[src/design/hex_directory_record_parser_defines.svh]
// Assertion macros for the hex directory record parser.
// Used by the top level; expects clk_i and rst_ni in the including scope.
`ifndef HEX_DIRECTORY_RECORD_PARSER_DEFINES_SVH
`define HEX_DIRECTORY_RECORD_PARSER_DEFINES_SVH
`ifndef SYNTHESIS
`define HDRP_ASSERT(lbl, prop, msg) \
  lbl: assert property (@(posedge clk_i) disable iff (!rst_ni) (prop)) else $error(msg);
`define HDRP_ASSERT_NEVER(lbl, cond, msg) \
  lbl: assert property (@(posedge clk_i) disable iff (!rst_ni) !(cond)) else $error(msg);
`else
`define HDRP_ASSERT(lbl, prop, msg)
`define HDRP_ASSERT_NEVER(lbl, cond, msg)
`endif
`endif

[src/design/hdrp_pkg.sv]
// Package for the hex directory record parser: item types, codes and the
// hex digit decode. No dependencies.
`timescale 1ns / 1ps

package hdrp_pkg;

  localparam int MaxHexChars = 8192;
  localparam int QueueDepth  = 4;
  localparam int ByteOffW    = 13;

  localparam logic [7:0] CharZero   = 8'h30;
  localparam logic [7:0] CharNine   = 8'h39;
  localparam logic [7:0] CharLowA   = 8'h61;
  localparam logic [7:0] CharLowF   = 8'h66;
  localparam int         HexDigitTen = 10;
  localparam logic [13:0] MinChars  = 14'd4;

  localparam logic KindHeader = 1'b0;
  localparam logic KindName   = 1'b1;

  localparam logic [1:0] FtUnknown = 2'd0;
  localparam logic [1:0] FtDir     = 2'd1;
  localparam logic [1:0] FtReg     = 2'd2;

  typedef struct packed {
    logic [7:0]  hex_char;
    logic [13:0] total_chars;
    logic        first;
  } in_item_t;

  typedef struct packed {
    logic        kind;
    logic [31:0] inode_num;
    logic [11:0] name_length;
    logic [1:0]  file_type;
    logic [7:0]  name_byte;
    logic        last_in_entry;
  } out_item_t;

  // One decoded byte on its way from the front to the back.
  typedef struct packed {
    logic [7:0]          data;
    logic [ByteOffW-1:0] pos;
    logic [ByteOffW-1:0] raw_len;
    logic                restart;
  } byte_ev_t;

  typedef struct packed {
    logic full;
    logic empty;
  } q_status_t;

  function automatic logic [3:0] hex_value(input logic [7:0] c);
    logic [3:0] v;
    v = '0;
    if (c >= CharZero && c <= CharNine) begin
      v = c[3:0];
    end else if (c >= CharLowA && c <= CharLowF) begin
      v = 4'(c - CharLowA + 8'(HexDigitTen));
    end
    return v;
  endfunction

  function automatic logic [1:0] file_type_of(input logic [7:0] b);
    logic [1:0] ft;
    if (b == 8'd0) begin
      ft = FtUnknown;
    end else if (b == 8'd1) begin
      ft = FtDir;
    end else begin
      ft = FtReg;
    end
    return ft;
  endfunction

endpackage

[src/design/hdrp_queue.sv]
// Short register queue of decoded bytes between the front and the back.
// Depends on hdrp_pkg.
`timescale 1ns / 1ps

module hdrp_queue #(
  parameter int DEPTH = hdrp_pkg::QueueDepth
) (
  input  logic                 clk_i,
  input  logic                 rst_ni,
  input  logic                 push_i,
  input  hdrp_pkg::byte_ev_t   push_data_i,
  input  logic                 pop_i,
  output hdrp_pkg::byte_ev_t   pop_data_o,
  output hdrp_pkg::q_status_t  status_o
);
  import hdrp_pkg::*;

  localparam int PtrW = (DEPTH > 1) ? $clog2(DEPTH) : 1;
  localparam int CntW = $clog2(DEPTH + 1);

  byte_ev_t            mem_q [DEPTH];
  logic [PtrW-1:0]     wr_ptr_q, wr_ptr_d;
  logic [PtrW-1:0]     rd_ptr_q, rd_ptr_d;
  logic [CntW-1:0]     count_q, count_d;

  always_comb begin
    wr_ptr_d = wr_ptr_q;
    rd_ptr_d = rd_ptr_q;
    count_d  = count_q;
    if (push_i) begin
      wr_ptr_d = (wr_ptr_q == PtrW'(DEPTH - 1)) ? '0 : wr_ptr_q + 1'b1;
    end
    if (pop_i) begin
      rd_ptr_d = (rd_ptr_q == PtrW'(DEPTH - 1)) ? '0 : rd_ptr_q + 1'b1;
    end
    case ({push_i, pop_i})
      2'b10:   count_d = count_q + 1'b1;
      2'b01:   count_d = count_q - 1'b1;
      default: count_d = count_q;
    endcase
  end

  always_ff @(posedge clk_i or negedge rst_ni) begin
    if (!rst_ni) begin
      wr_ptr_q <= '0;
      rd_ptr_q <= '0;
      count_q  <= '0;
    end else begin
      wr_ptr_q <= wr_ptr_d;
      rd_ptr_q <= rd_ptr_d;
      count_q  <= count_d;
    end
  end

  always_ff @(posedge clk_i) begin
    if (push_i) begin
      mem_q[wr_ptr_q] <= push_data_i;
    end
  end

  assign pop_data_o     = mem_q[rd_ptr_q];
  assign status_o.full  = (count_q == CntW'(DEPTH));
  assign status_o.empty = (count_q == '0);

endmodule

[src/design/hdrp_front.sv]
// Front of the parser: takes hex characters, pairs nibbles into bytes and
// drops what lies beyond the decoded length. Depends on hdrp_pkg.
`timescale 1ns / 1ps

module hdrp_front (
  input  logic                 clk_i,
  input  logic                 rst_ni,
  input  logic                 in_valid_i,
  output logic                 in_stall_o,
  input  hdrp_pkg::in_item_t   in_item_i,
  input  hdrp_pkg::q_status_t  q_status_i,
  output logic                 push_o,
  output hdrp_pkg::byte_ev_t   push_data_o
);
  import hdrp_pkg::*;

  localparam logic [16:0] MaxHex = 17'(MaxHexChars);

  logic                nib_phase_q, nib_phase_d, nib_phase_cur;
  logic [3:0]          high_nib_q, high_nib_d, high_nib_cur;
  logic [ByteOffW-1:0] offset_q, offset_d, offset_cur;
  logic                pend_q, pend_d, pend_cur;
  logic                accept;
  logic [13:0]         total_clamp;
  logic [ByteOffW-1:0] raw_len;
  logic [3:0]          low_nib;

  assign in_stall_o = q_status_i.full;
  assign accept     = in_valid_i && !q_status_i.full;

  always_comb begin
    total_clamp = ({3'b000, in_item_i.total_chars} > MaxHex) ? MaxHex[13:0]
                                                             : in_item_i.total_chars;
    raw_len     = total_clamp[13:1];
    low_nib     = hex_value(in_item_i.hex_char);

    // A new stream clears the pairing state before this character counts.
    nib_phase_cur = in_item_i.first ? 1'b0 : nib_phase_q;
    high_nib_cur  = in_item_i.first ? 4'd0 : high_nib_q;
    offset_cur    = in_item_i.first ? '0 : offset_q;
    pend_cur      = in_item_i.first | pend_q;

    nib_phase_d = nib_phase_q;
    high_nib_d  = high_nib_q;
    offset_d    = offset_q;
    pend_d      = pend_q;
    push_o      = 1'b0;

    if (accept) begin
      nib_phase_d = nib_phase_cur;
      high_nib_d  = high_nib_cur;
      offset_d    = offset_cur;
      pend_d      = pend_cur;
      if (total_clamp >= MinChars && offset_cur < raw_len) begin
        if (!nib_phase_cur) begin
          high_nib_d  = low_nib;
          nib_phase_d = 1'b1;
        end else begin
          nib_phase_d = 1'b0;
          offset_d    = offset_cur + 1'b1;
          pend_d      = 1'b0;
          push_o      = 1'b1;
        end
      end
    end

    push_data_o.data    = {high_nib_cur, low_nib};
    push_data_o.pos     = offset_cur;
    push_data_o.raw_len = raw_len;
    push_data_o.restart = pend_cur;
  end

  always_ff @(posedge clk_i or negedge rst_ni) begin
    if (!rst_ni) begin
      nib_phase_q <= 1'b0;
      high_nib_q  <= '0;
      offset_q    <= '0;
      pend_q      <= 1'b0;
    end else begin
      nib_phase_q <= nib_phase_d;
      high_nib_q  <= high_nib_d;
      offset_q    <= offset_d;
      pend_q      <= pend_d;
    end
  end

endmodule

[src/design/hdrp_back.sv]
// Back of the parser: walks the count, record headers and names byte by
// byte and drives the registered result port. Depends on hdrp_pkg.
`timescale 1ns / 1ps

module hdrp_back (
  input  logic                 clk_i,
  input  logic                 rst_ni,
  input  hdrp_pkg::q_status_t  q_status_i,
  input  hdrp_pkg::byte_ev_t   ev_i,
  output logic                 pop_o,
  output logic                 out_valid_o,
  input  logic                 out_stall_i,
  output hdrp_pkg::out_item_t  out_item_o
);
  import hdrp_pkg::*;

  typedef enum logic [2:0] {
    PhCntLo,
    PhCntHi,
    PhHeader,
    PhName,
    PhDone
  } phase_e;

  localparam logic [2:0] HdrLenLo = 3'd4;
  localparam logic [2:0] HdrLenHi = 3'd5;

  phase_e      phase_q, phase_d, phase_cur;
  logic [7:0]  cnt_lo_q, cnt_lo_d, cnt_lo_cur;
  logic [15:0] entries_q, entries_d, entries_cur;
  logic [2:0]  hidx_q, hidx_d, hidx_cur;
  logic [31:0] ino_q, ino_d, ino_cur;
  logic [15:0] nlen_q, nlen_d, nlen_cur;
  logic [1:0]  ft_q, ft_d, ft_cur;
  logic [15:0] nleft_q, nleft_d, nleft_cur;
  logic        out_valid_q, out_valid_d;
  out_item_t   out_item_q, out_item_d;
  logic        emit;
  out_item_t   emit_item;
  logic [7:0]  b;
  logic [15:0] entries_dec;
  logic [15:0] nleft_dec;
  logic [16:0] name_end;

  assign pop_o = !q_status_i.empty && (!out_valid_q || !out_stall_i);
  assign b     = ev_i.data;

  always_comb begin
    phase_cur   = ev_i.restart ? PhCntLo : phase_q;
    cnt_lo_cur  = ev_i.restart ? 8'd0 : cnt_lo_q;
    entries_cur = ev_i.restart ? 16'd0 : entries_q;
    hidx_cur    = ev_i.restart ? 3'd0 : hidx_q;
    ino_cur     = ev_i.restart ? 32'd0 : ino_q;
    nlen_cur    = ev_i.restart ? 16'd0 : nlen_q;
    ft_cur      = ev_i.restart ? FtUnknown : ft_q;
    nleft_cur   = ev_i.restart ? 16'd0 : nleft_q;

    entries_dec = entries_cur - 1'b1;
    nleft_dec   = nleft_cur - 1'b1;
    name_end    = {4'd0, ev_i.pos} + 17'd1 + {1'b0, nlen_cur};

    phase_d   = phase_q;
    cnt_lo_d  = cnt_lo_q;
    entries_d = entries_q;
    hidx_d    = hidx_q;
    ino_d     = ino_q;
    nlen_d    = nlen_q;
    ft_d      = ft_q;
    nleft_d   = nleft_q;

    emit                    = 1'b0;
    emit_item.kind          = KindHeader;
    emit_item.inode_num     = ino_cur;
    emit_item.name_length   = nlen_cur[11:0];
    emit_item.file_type     = ft_cur;
    emit_item.name_byte     = 8'd0;
    emit_item.last_in_entry = 1'b0;

    if (pop_o) begin
      phase_d   = phase_cur;
      cnt_lo_d  = cnt_lo_cur;
      entries_d = entries_cur;
      hidx_d    = hidx_cur;
      ino_d     = ino_cur;
      nlen_d    = nlen_cur;
      ft_d      = ft_cur;
      nleft_d   = nleft_cur;

      unique case (phase_cur)
        PhCntLo: begin
          cnt_lo_d = b;
          phase_d  = PhCntHi;
        end
        PhCntHi: begin
          entries_d = {b, cnt_lo_cur};
          hidx_d    = 3'd0;
          phase_d   = ({b, cnt_lo_cur} == 16'd0) ? PhDone : PhHeader;
        end
        PhHeader: begin
          case (hidx_cur) inside
            [3'd0:3'd3]: begin
              ino_d[{hidx_cur[1:0], 3'b000} +: 8] = b;
              hidx_d = hidx_cur + 1'b1;
            end
            HdrLenLo: begin
              nlen_d = {8'd0, b};
              hidx_d = HdrLenHi;
            end
            HdrLenHi: begin
              nlen_d = {b, nlen_cur[7:0]};
              hidx_d = hidx_cur + 1'b1;
            end
            default: begin
              // Type byte closes the header.
              ft_d   = file_type_of(b);
              hidx_d = 3'd0;
              if (name_end > {4'd0, ev_i.raw_len}) begin
                phase_d = PhDone;
              end else begin
                emit                = 1'b1;
                emit_item.file_type = file_type_of(b);
                if (nlen_cur == 16'd0) begin
                  emit_item.last_in_entry = 1'b1;
                  entries_d = entries_dec;
                  phase_d   = (entries_dec == 16'd0) ? PhDone : PhHeader;
                end else begin
                  nleft_d = nlen_cur;
                  phase_d = PhName;
                end
              end
            end
          endcase
        end
        PhName: begin
          emit                    = 1'b1;
          emit_item.kind          = KindName;
          emit_item.name_byte     = b;
          emit_item.last_in_entry = (nleft_dec == 16'd0);
          nleft_d                 = nleft_dec;
          if (nleft_dec == 16'd0) begin
            entries_d = entries_dec;
            hidx_d    = 3'd0;
            phase_d   = (entries_dec == 16'd0) ? PhDone : PhHeader;
          end
        end
        PhDone: begin
          phase_d = PhDone;
        end
        default: begin
          phase_d = PhDone;
        end
      endcase
    end

    out_valid_d = out_valid_q;
    out_item_d  = out_item_q;
    if (pop_o) begin
      out_valid_d = emit;
      out_item_d  = emit_item;
    end else if (!out_stall_i) begin
      out_valid_d = 1'b0;
    end
  end

  always_ff @(posedge clk_i or negedge rst_ni) begin
    if (!rst_ni) begin
      phase_q     <= PhCntLo;
      cnt_lo_q    <= '0;
      entries_q   <= '0;
      hidx_q      <= '0;
      ino_q       <= '0;
      nlen_q      <= '0;
      ft_q        <= FtUnknown;
      nleft_q     <= '0;
      out_valid_q <= 1'b0;
      out_item_q  <= '0;
    end else begin
      phase_q     <= phase_d;
      cnt_lo_q    <= cnt_lo_d;
      entries_q   <= entries_d;
      hidx_q      <= hidx_d;
      ino_q       <= ino_d;
      nlen_q      <= nlen_d;
      ft_q        <= ft_d;
      nleft_q     <= nleft_d;
      out_valid_q <= out_valid_d;
      out_item_q  <= out_item_d;
    end
  end

  assign out_valid_o = out_valid_q;
  assign out_item_o  = out_item_q;

endmodule

[src/design/hex_directory_record_parser.sv]
// Hex directory record parser: one hex character in per item, directory
// entry headers and name bytes out, at most one result per character.
// The input channel carries hex_char, total_chars and first; first marks the
// opening character of a new directory and clears all parsing state.
// Two characters make one byte; the front part pairs them, drops anything
// past the decoded length and pushes each byte into a four-entry queue.
// The back part takes one byte per cycle from the queue while its result
// register is free or being taken, walks the entry count, the record
// headers and the names, and loads the result register. Throughput is one
// character per cycle unless the queue is full: the front takes a character
// every cycle and the back steps one byte per cycle, twice the byte arrival
// rate. With the queue empty, the byte that an accepted character completes
// goes into the queue, then into the result register behind out_valid_o.
// When the receiver stalls, the result register holds its item and the
// queue fills; in_stall_o rises only once the queue is full.
// After reset both parts are idle, the queue is empty, and the parser
// waits for the low byte of the entry count, as if a stream had started.
// Depends on hdrp_pkg, hdrp_front, hdrp_queue, hdrp_back and the
// assertion macro header.
`timescale 1ns / 1ps
`include "hex_directory_record_parser_defines.svh"

module hex_directory_record_parser #(
  parameter int QUEUE_DEPTH = hdrp_pkg::QueueDepth
) (
  input  logic                 clk_i,
  input  logic                 rst_ni,
  input  logic                 in_valid_i,
  output logic                 in_stall_o,
  input  hdrp_pkg::in_item_t   in_item_i,
  output logic                 out_valid_o,
  input  logic                 out_stall_i,
  output hdrp_pkg::out_item_t  out_item_o
);
  import hdrp_pkg::*;

  logic      q_push;
  logic      q_pop;
  byte_ev_t  q_push_data;
  byte_ev_t  q_pop_data;
  q_status_t q_status;

  // Front: character pairing and length checks.
  hdrp_front u_front (
    .clk_i       (clk_i),
    .rst_ni      (rst_ni),
    .in_valid_i  (in_valid_i),
    .in_stall_o  (in_stall_o),
    .in_item_i   (in_item_i),
    .q_status_i  (q_status),
    .push_o      (q_push),
    .push_data_o (q_push_data)
  );

  // Queue that lets the front keep taking characters while a result waits.
  hdrp_queue #(
    .DEPTH (QUEUE_DEPTH)
  ) u_queue (
    .clk_i       (clk_i),
    .rst_ni      (rst_ni),
    .push_i      (q_push),
    .push_data_i (q_push_data),
    .pop_i       (q_pop),
    .pop_data_o  (q_pop_data),
    .status_o    (q_status)
  );

  // Back: record parsing and the result register.
  hdrp_back u_back (
    .clk_i       (clk_i),
    .rst_ni      (rst_ni),
    .q_status_i  (q_status),
    .ev_i        (q_pop_data),
    .pop_o       (q_pop),
    .out_valid_o (out_valid_o),
    .out_stall_i (out_stall_i),
    .out_item_o  (out_item_o)
  );

  // The front must never push into a full queue, nor the back pop an empty one.
  `HDRP_ASSERT_NEVER(a_push_full, q_push && q_status.full, "push into full queue")
  `HDRP_ASSERT_NEVER(a_pop_empty, q_pop && q_status.empty, "pop from empty queue")
  // A new result can only come from a byte taken out of the queue.
  `HDRP_ASSERT(a_result_src, $rose(out_valid_o) |-> $past(q_pop), "result without a byte")

endmodule

[config.mk]
export PLATFORM = sky130hd
export DESIGN_NAME = hex_directory_record_parser
export DESIGN_NICKNAME = d
export VERILOG_FILES = /design/src/design/hdrp_pkg.sv /design/src/design/hdrp_queue.sv /design/src/design/hdrp_front.sv /design/src/design/hdrp_back.sv /design/src/design/hex_directory_record_parser.sv
export VERILOG_INCLUDE_DIRS = /design/src /design/src/design
export SDC_FILE = /design/constraint.sdc
export NUM_CORES = 1
export LEC_CHECK = 0
export ABC_CLOCK_PERIOD_IN_PS = 7460
export BUFFER_PORTS_ARGS = -buffer_cell sky130_fd_sc_hd__buf_2
export CAP_MARGIN = 40
export CORE_ASPECT_RATIO = 1.25
export CORE_UTILIZATION = 45
export CTS_CLUSTER_DIAMETER = 120
export DETAILED_ROUTE_END_ITERATION = 7
export MAX_ROUTING_LAYER = met4
export PLACE_DENSITY = 0.67
export SYNTH_ARGS = -nofsm -noshare
export SYNTH_HDL_FRONTEND = slang
export SYNTH_SLANG_ARGS = --single-unit
[constraint.sdc]
create_clock -name clk_i -period 7.46 [get_ports clk_i]
set_input_delay 1.119 -clock clk_i [delete_from_list [all_inputs] [get_ports clk_i]]
set_output_delay 1.119 -clock clk_i [all_outputs]
set_load 0.005 [all_outputs]
==> results.yml <==
status:
  status: "completed"
routing:
  vias: 12690
  first_iter_violations: 1089
  drt-total-wl_um: 44210
  dr.pass1.iters: 5
  vias_per_cell: 6.034
  final_antenna_net_count: 0
  drc: 0
  drt-wirelength-per-cell_um: 21.02
hold_path:
  hold_path_class: "reg -> reg"
synthesis:
  ys_seq_area_frac: 0.5193
  synth_area_leaders: "dfrtp_1 (27%), edfxtp_1 (25%), nand2_1 (5.2%), ha_1 (4.9%), mux4_2 (4.7%)"
  yosys.cell_types.count: 86
  yosysWarnings: 0
  synth_top_area_cell: "dfrtp_1"
  synth-edff-count: 140
  synth_most_common_cell: "nand2_1"
  synth.avg_cell_area_um2: 10.85
  synth_common_cells: "nand2_1 (231), dfrtp_1 (179), edfxtp_1 (140)"
  syn_inst: 1541
  syn-num-nets: 1636
  async_flop_share: 0.5611
  synth_top_area_share: 0.2679
  ys.flop_type: "dfrtp_1"
  synth_seq_cells: 319
  synth_area_um2: 16720
global_route:
  antenna_found_initial: 0
  grt_pass1_wl_um: 70570
  grt.met1_usage: 0.2975
  grt_max_degree: 81
  global_route.usage.met2: 0.4061
  track_usage: 0.2428
  grt_pass1_vias: 12690
  busiest_layer: "met2"
  gr-usage-met3: 0.03121
  grt_remaining_overflow: 0
sta:
  worstMarginPinSlew_ns: 0.9361
  setup_viol: 0
  slew_headroom: 0.3707
  skew_ns: 0.02086
  timing.final.crit_share: 0.8964
  finalSetupTns_ns: 0
  fmax_ghz: 0.1495
  period_needed_ns: 6.687
  slew_violations: 0
  grt_setup_unrepaired: "no"
  hold_violations: 0
clock_tree:
  numCtsBuffers: 35
  cts_tree: "done"
  clk_latency_ns: 0.53
  path_clk_slew_ns: 0.06
  cts_resized: 0
  root_buffer: "clkbuf_16"
  clock_sinks: 319
  cts_setup_buffers: 0
  clockBufferDepth: 3
  ctsHoldBuffers: 0
  h-tree-depth: 2
placed_design:
  place_congestion: 0.9380
  hpwlAfterDp_um: 30560
  place_inst: 2042
  port_buffers: 84
  placed_area_um2: 17620
finish:
  nets: 1694
  post-route-util: 0.5142
  n_antenna_cell: 0
  n_fill_cell: 3207
  area_delta_synth_final_pct: 11.95
  drive_above_1_share: 0.1405
  design_area_um2: 18720
  fin_cells: 2103
die:
  ioPinCount: 85
  die_area_um2: 37930
  die-height_um: 217.5
  initial_utilization: 0.4593
  core_area_um2: 36400
  rows: 78
  die_x_um: 174.4
setup_path:
  start_kind: "flop"
  cp.arrival_ns: 7.08
  end_kind: "flop"
  cp_max_fo: 22
  crit_required_ns: 7.86
  crit_type: "reg -> reg"
power:
  powerDensity_nw_per_um2: 365.6
  power.leakage_uw: 0.008155
  combPwrFrac: 0.420
  pwr-share-seq: 0.338
  clock_power_share: 0.242
  finalPower_uw: 6843
  ir_worst_vdd_v: 0.0001904
  p_sw_frac: 0.4130
  p_int_uw: 4017
  p_switching_uw: 2826
job:
  drv_cap: 0
power groups by stage:
| stage | Clock [uW] | Combinational [uW] | Sequential [uW] |
|---|---|---|---|
| after floorplan | 0 | 2140 | 2210 |
| after global placement | 0 | 2800 | 2330 |
| after detailed placement | 0 | 2860 | 2340 |
| after CTS | 1690 | 2870 | 2310 |
| after global routing | 1760 | 3160 | 2350 |
| final | 1650 | 2880 | 2320 |
per-layer routing:
layer,routed length (um),up-vias
li1,-,5833
met1,18450,6311
met2,21760,416
met3,2152,130
met4,1847,0
met5,0,-
placed cells by master (no fill, tap or decap), types with 10 or more instances in the layout:
master     count
nand2_1      231
dfrtp_1      178
edfxtp_1     140
buf_2         83
o21ai_0       81
nor2_1        70
ha_1          66
inv_1         63
nand3_1       61
a21oi_1       61
a22o_1        45
nor3_1        38
nor2b_1       38
mux4_2        35
clkbuf_16     35
xor2_1        23
xnor2_1       22
nand4_1       22
nor4_1        21
a21o_1        19
and3_1        17
o31ai_1       15
mux2_2        15
buf_4         15
mux2i_1       12
clkbuf_1      12
a22oi_1       11
a31oi_1       11
a211oi_1      10
critical path: stages, from the launching register on:
cell	delay, ns
dfrtp_2	0.76
buf_4	0.49
mux4_2	0.59
xor2_1	0.22
ha_1	0.29
a21oi_1	0.29
o211ai_1	0.19
a21boi_1	0.27
o21ai_0	0.16
xor2_1	0.17
ha_1	0.33
nand4_1	0.11
nor4_1	0.38
or3b_2	0.20
o211ai_1	0.25
or3_4	0.58
nor4_4	0.58
o31ai_1	0.27
a221o_1	0.40
cells by family after synthesis:
family | Yosys count | synth area share
compound gates | 345 | 0.1432
flops | 319 | 0.5193
buf+inv | 146 | 0.03465
mux | 63 | 0.06511
simple gates | 555 | 0.1623
xor+xnor | 45 | 0.02357
fa+ha+maj | 68 | 0.05178
layout make-up:
class | count | area [um^2] | share of cell area
clock buffer | 51 | 975.9 | 0.05214
clock inverter | 10 | 121.4 | 0.006484
inverter | 65 | 244.0 | 0.01303
multi-input combinational | 1076 | 7475 | 0.3993
sequential | 319 | 8685 | 0.4640
tap | 480 | 600.6 | 0.03209
timing repair buffer | 102 | 616.8 | 0.03295
state kept, by name (all words and copies together), names as in the netlist:
register             flops
u_back.out_item_o       56
u_back.out_valid_o       1
u_back.cnt_lo_q          8
u_back.entries_q        16
u_queue.rd_ptr_q         2
u_back.nlen_q           16
u_queue.wr_ptr_q         2
u_front.nib_phase_q      1
u_front.offset_q        13
u_front.high_nib_q       4
u_back.hidx_q            3
u_queue.mem_q          140
u_front.pend_q           1
u_back.nleft_q          16
u_back.phase_q           3
u_back.ino_q            32
u_queue.count_q          3
u_back.ft_q              2
through the flow:
stage | hold WS, ns | setup slack [ns]
final | 0.4582 | 0.7732
after global routing | 0.4820 | 0.3418
after CTS | 0.4638 | 0.7587
after detailed placement | 0.4501 | 0.7968
after global placement | 0.4458 | 1.025
after floorplan | 0.4497 | 1.747
worst paths after layout:
path / from / to / slack [ns] / cells past startpoint
min in group asynchronous: rst_ni / u_back.entries_q[8] / 0.50 / 1
hold reg to reg: u_back.out_item_o[30] / u_back.out_item_o[30] / 0.46 / 2
setup / recovery: u_queue.rd_ptr_q[0] / u_back.nleft_q[0] / 0.77 / 18
hold / removal: u_back.out_item_o[30] / u_back.out_item_o[30] / 0.46 / 2
max in group asynchronous: rst_ni / u_back.entries_q[5] / 6.04 / 3
setup reg to reg: u_queue.rd_ptr_q[0] / u_back.nleft_q[0] / 0.77 / 18
(Power assumes the default switching activity.)
